### src/tlfla_pkg.sv
// ----------------------------------------------------------------------------
// tlfla_pkg - shared types and constants of the two-level slot allocator
// Field widths, status and mode codes, and the command and status groups
// that join the controller and the datapath.
// ----------------------------------------------------------------------------
package tlfla_pkg;

  localparam int MODE_W  = 1;
  localparam int BLK_W   = 3;
  localparam int SLOT_W  = 7;
  localparam int STAT_W  = 2;
  localparam int TOTAL_W = 11;

  localparam int DEF_SLOTS_PER_BLOCK = 128;
  localparam int DEF_NUM_BLOCKS      = 8;

  localparam logic [STAT_W-1:0] ST_OK     = 2'd0;
  localparam logic [STAT_W-1:0] ST_EMPTY  = 2'd1;
  localparam logic [STAT_W-1:0] ST_REJECT = 2'd2;

  localparam logic [MODE_W-1:0] MODE_ALLOC = 1'b0;
  localparam logic [MODE_W-1:0] MODE_FREE  = 1'b1;

  typedef struct packed {
    logic accept;           // input transfer, issue first reads
    logic sweep;            // initialisation pass after reset
    logic alloc_read_link;  // read link of the head slot
    logic alloc_commit;     // write back an allocation, load result
    logic free_commit;      // first write set of a free, load result
    logic free_finish;      // second write of a free
    logic emit_empty;       // load an empty-pool result
    logic emit_reject;      // load a rejected-free result
  } tlfla_cmd_t;

  typedef struct packed {
    logic sweep_done;
    logic alloc_fail;
    logic free_fail;
    logic out_free;
  } tlfla_stat_t;

endpackage

### src/tlfla_ctrl.sv
// ----------------------------------------------------------------------------
// tlfla_ctrl - request sequencer of the slot allocator
// Runs the initialisation pass, then steps each request through its read
// and write-back cycles, holding the state that loads the result while the result is stalled.
// ----------------------------------------------------------------------------
module tlfla_ctrl (
  input  logic                     clk,
  input  logic                     rst_n,
  input  logic                     in_valid,
  input  logic [tlfla_pkg::MODE_W-1:0] in_mode,
  output logic                     in_ready,
  input  tlfla_pkg::tlfla_stat_t   stat,
  output tlfla_pkg::tlfla_cmd_t    cmd
);

  import tlfla_pkg::*;

  localparam logic [2:0] S_SWEEP = 3'd0;
  localparam logic [2:0] S_IDLE  = 3'd1;
  localparam logic [2:0] S_A1    = 3'd2;
  localparam logic [2:0] S_A2    = 3'd3;
  localparam logic [2:0] S_F1    = 3'd4;
  localparam logic [2:0] S_F2    = 3'd5;

  logic [2:0] state_r;
  logic [2:0] state_nxt;

  always_comb begin
    state_nxt = state_r;
    cmd       = '0;
    in_ready  = 1'b0;
    unique case (state_r)
      S_SWEEP: begin
        cmd.sweep = 1'b1;
        if (stat.sweep_done) begin
          state_nxt = S_IDLE;
        end
      end
      S_IDLE: begin
        in_ready = 1'b1;
        if (in_valid) begin
          cmd.accept = 1'b1;
          state_nxt  = (in_mode == MODE_FREE) ? S_F1 : S_A1;
        end
      end
      S_A1: begin
        if (stat.alloc_fail) begin
          if (stat.out_free) begin
            cmd.emit_empty = 1'b1;
            state_nxt      = S_IDLE;
          end
        end else begin
          cmd.alloc_read_link = 1'b1;
          state_nxt           = S_A2;
        end
      end
      S_A2: begin
        if (stat.out_free) begin
          cmd.alloc_commit = 1'b1;
          state_nxt        = S_IDLE;
        end
      end
      S_F1: begin
        if (stat.out_free) begin
          if (stat.free_fail) begin
            cmd.emit_reject = 1'b1;
            state_nxt       = S_IDLE;
          end else begin
            cmd.free_commit = 1'b1;
            state_nxt       = S_F2;
          end
        end
      end
      S_F2: begin
        cmd.free_finish = 1'b1;
        state_nxt       = S_IDLE;
      end
      default: begin
        state_nxt = S_IDLE;
      end
    endcase
  end

  always_ff @(posedge clk) begin
    if (!rst_n) begin
      state_r <= S_SWEEP;
    end else begin
      state_r <= state_nxt;
    end
  end

  a_cmd_onehot: assert property (@(posedge clk) disable iff (!rst_n)
    $onehot0({cmd.accept, cmd.sweep, cmd.alloc_read_link, cmd.alloc_commit,
              cmd.free_commit, cmd.free_finish, cmd.emit_empty, cmd.emit_reject}))
    else $error("controller issued more than one command");

  a_finish_after_commit: assert property (@(posedge clk) disable iff (!rst_n)
    cmd.free_finish |-> $past(cmd.free_commit))
    else $error("free finish without a preceding free commit");

endmodule

### config.mk
export PLATFORM = sky130hd
export DESIGN_NAME = tlfla_ctrl
export DESIGN_NICKNAME = d
export VERILOG_FILES = /design/src/tlfla_pkg.sv /design/src/tlfla_ctrl.sv
export SDC_FILE = /design/constraint.sdc
export NUM_CORES = 1
export LEC_CHECK = 0
export BUFFER_PORTS_ARGS = -buffer_cell sky130_fd_sc_hd__buf_2
export CAP_MARGIN = 20
export CORE_AREA = 5 5 42 44
export CTS_CLUSTER_SIZE = 40
export DETAILED_ROUTE_END_ITERATION = 8
export DIE_AREA = 0 0 47 49
export PLACE_DENSITY = 0.5
export SYNTH_ARGS = -nofsm -noshare
export SYNTH_HDL_FRONTEND = slang
export SYNTH_SLANG_ARGS = --single-unit
### constraint.sdc
create_clock -name clk -period 2.1 [get_ports clk]
set_clock_uncertainty 0.1 [all_clocks]
set_input_delay 0.42 -clock clk [delete_from_list [all_inputs] [get_ports clk]]
set_output_delay 0.42 -clock clk [all_outputs]
set_load 0.05 [all_outputs]
==> results list <==
- Vias in the first global route: 297
- The number of hold violations in the final report came to 0.
- Clock buffers created by TritonCTS: 3
- STA classifies the critical path startpoint as a register.
- The min-delay analysis places its worst path in the category input pin to register.
- Data on the critical path arrives at its endpoint at 1.48 ns.
* Slew HR: 82.2%
- Pre-antenna DRT Iters: 4
* Post-synth top flop: dfxtp_1
* Pins Over Slew Limit: 0
- In the final layout, flip-flops and latches occupy 60.1 µm².
* Clock-pin slew on the worst setup and hold paths: 0.03 ns
- Cell-internal power: 0.157 mW
* Die span in y: ~50 µm
- Hold_buf cts: 0
* Registers with the most flip-flops: state_r x3
- Routed via count: 320
- The register with the most flip-flops in the layout has 3 of them.
- Portion of the post-synthesis area used by sequential elements: 23.0%
- The worst path uses a little over nine tenths of the clock period.
- Row count: 14
* Total global-route track usage: between 7 and 8%
- Net switching power: 0.0846 mW
- Worst setup slack before clock tree synthesis: 0.347 ns
- Die Outline Area: 0.00230 mm²
- Register-to-Register Path Depth: 4
* Clk network pwr share: 42.0%
- Clock Sinks: 3
- The count of buffers added on input and output ports is 16.
* Antenna Violating Nets Remaining: 0
- Worst hold path stage count: 3
- # DRC: 0
- Post-detailed-routing wire length: 768 µm
- In this run the count of I/O pins placed on the die edge is 17.
- After detailed routing, the number of vias per cell comes to 4.78.
- The cell count after synthesis came out at 31.
* Number of gates resized after cts: 0
* Async set or reset register ratio after synthesis: 0%
- The first global-routing pass estimated ~1300 µm of wire.
- Most frequent cell after synthesis: nor3b_1
- TritonCTS built the clock tree.
* CTS Buffer Depth: 2
* Area occupied by multi-input gates: between 200 and 250 µm²
- Entering global routing, the biggest net connects 10 pins.
- Distinct cell type count after synthesis: 23
- In this run, synthesis produced a sequential element count of 3.
- CP Data Required Time: 1.58 ns
- Die width: 47 µm
- Setup violations remaining at the end of the flow were counted as 0.
- CP endpoint kind: output pin
- Minimum hold slack: 0.331 ns
- Excluding fillers, the count of instances in the completed layout stands at 67.
- Power density over the cells: 593 mW/mm²
- Layout net count: 60
- Of the total power, combinational logic draws 30.7%.
- Across the VDD grid, the largest voltage drop is 221 µV.
- dfxtp_1 takes more of the synthesized area than any other cell.
* DP Cell Count: 63
* Switching power share of the total: 35.0%
- In the final layout, the share of cells above drive strength 1 is 58.8%.
- In this run the mean area of a mapped cell was 8.44 µm².
- Clock tree synthesis selected as its root buffer the cell clkbuf_4.
- The repair_antennas step left the layout with diodes totalling 0.
* Setup ws final: 0.103 ns
- After detailed routing, the average wire length per cell comes to 11.5 µm.
* Max capacitance violation total: 0
* Top cells by area, synth: dfxtp_1 (23%), nor3b_1 (11%), a21oi_1 (5.7%), nor3b_2 (4.8%), and4b_2 (4.3%)
* Biggest register: state_r
- Warnings from Yosys: 0
- Transition time of the tightest slew-check pin: 0.266 ns
- In this run the number of H-tree levels came out at 1.
- Net Count, Synth: 39
- Of the total power, registers draw 27.3%.
* Placer's final routability congestion estimate: just over 0.7
- The number of setup buffers added after CTS is 0.
- Setup repair after global routing left no endpoint under its margin.
* Number of antenna violations at the first check in global routing: 0
- Total leakage power: 0.186 nW
- Status: finished clean
* Synth Cell Area: 262 µm²
- Final critical path time including I/O delays and setup: 2.00 ns
- The synthesized design contains 0 enable-type register cells.
- Setup TNS after final layout: 0 ns
- Core Area: ~0.0014 mm²
- Fill cells in the final layout number 160.
- The total overflow left after global routing is 0.
- Highest Clock Rate: 0.501 GHz
- In this run the worst path has a maximum fanout of 9.
- The first routing iteration left 5 violations.
- The later pin in the worst-skew pair is clocked with a latency of between 0.2 and 0.25 ns.
- The design draws between 0.2 and 0.25 mW.
- By startpoint and endpoint, the worst setup path is classified as register to output pin.
* Starting density of the core: roughly a fifth
- Synth-to-layout area growth: 56.0%
* Synth top cells by count: nor3b_1 (4), a21oi_1 (3), dfxtp_1 (3), nor3_1 (2)
- Area fraction of the dominant cell type after synthesis: 23.0%
[placed cells by master (no fill, tap or decap)]
cell and count:
nor3_1 1, dfxtp_1 3, a31oi_1 1, nor3b_2 3, and3_1 1, inv_1 1
nand2_1 1, clkbuf_1 1, or3b_4 1, clkbuf_4 3, a21oi_1 3, and2b_2 1
nor3_2 1, nor2_1 1, o211ai_1 1, nor3b_1 2, buf_2 16, o21ai_2 1
o21ai_0 1, nand2b_1 1, nand3b_1 1, and4_1 1, buf_4 2, nor4bb_1 1
nor4b_2 1, and4b_2 1
[power groups by stage]
stage	Combinational (mW)	Clock (mW)	Sequential (mW)
finish	0.0744	0.102	0.0660
global route	0.0799	0.114	0.0670
CTS	0.0751	0.107	0.0660
detailed placement	0.0749	0	0.0669
global placement	0.0751	0	0.0667
floorplan	0.0541	0	0.0653
[critical path, cell delays in order (launching register included)]
cell and delay (ns):
dfxtp_1 0.37, or3b_4 0.44, nor3b_2 0.15, buf_2 0.28
[per-layer routing]
metal  wire, µm  track usage, %  vias to the layer above
li1           -               -                      159
met1        348            10.5                      146
met2        349            9.50                       15
met3         71            4.43                        0
met4          0            2.76                        0
met5          0               0                        -
[through the flow]
step,util (%),area (µm²)
6_report,29.1,408
5_1_grt,29.1,408
4_1_cts,29.1,408
3_5_place_dp,27.2,382
3_3_place_gp,27.2,382
2_1_floorplan,-,283
[logic make-up (layout without fill, tap and decap cells)]
group / count (synthesis) / count (layout) / share of synthesized area [%]
DFF: 3 / 3 / 23.0
buffers and inverters: 3 / 23 / 7.65
AOI/OAI and AO/OA: 7 / 7 / 16.3
and+or+nand+nor: 18 / 18 / 53.1
[layout make-up]
type	count	area share, %
Timing Repair Buffer	18	23.3
Inverter	1	0.920
Clock buffer	4	6.44
Multi-Input combinational cell	25	49.7
Sequential cell	3	14.7
Tap cell	16	4.91
[worst paths after layout]
check	from	endpoint	slack (ns)
setup reg to reg	state_r[1]$_SDFFE_PN0P_	state_r[1]$_SDFFE_PN0P_	0.90
hold reg to reg	state_r[1]$_SDFFE_PN0P_	state_r[2]$_SDFFE_PN0P_	0.39
setup / recovery	state_r[0]$_SDFFE_PN0P_	cmd[3]	0.10
hold / removal	rst_n	state_r[0]$_SDFFE_PN0P_	0.33
No activity file was read; power rests on OpenSTA's default activity.
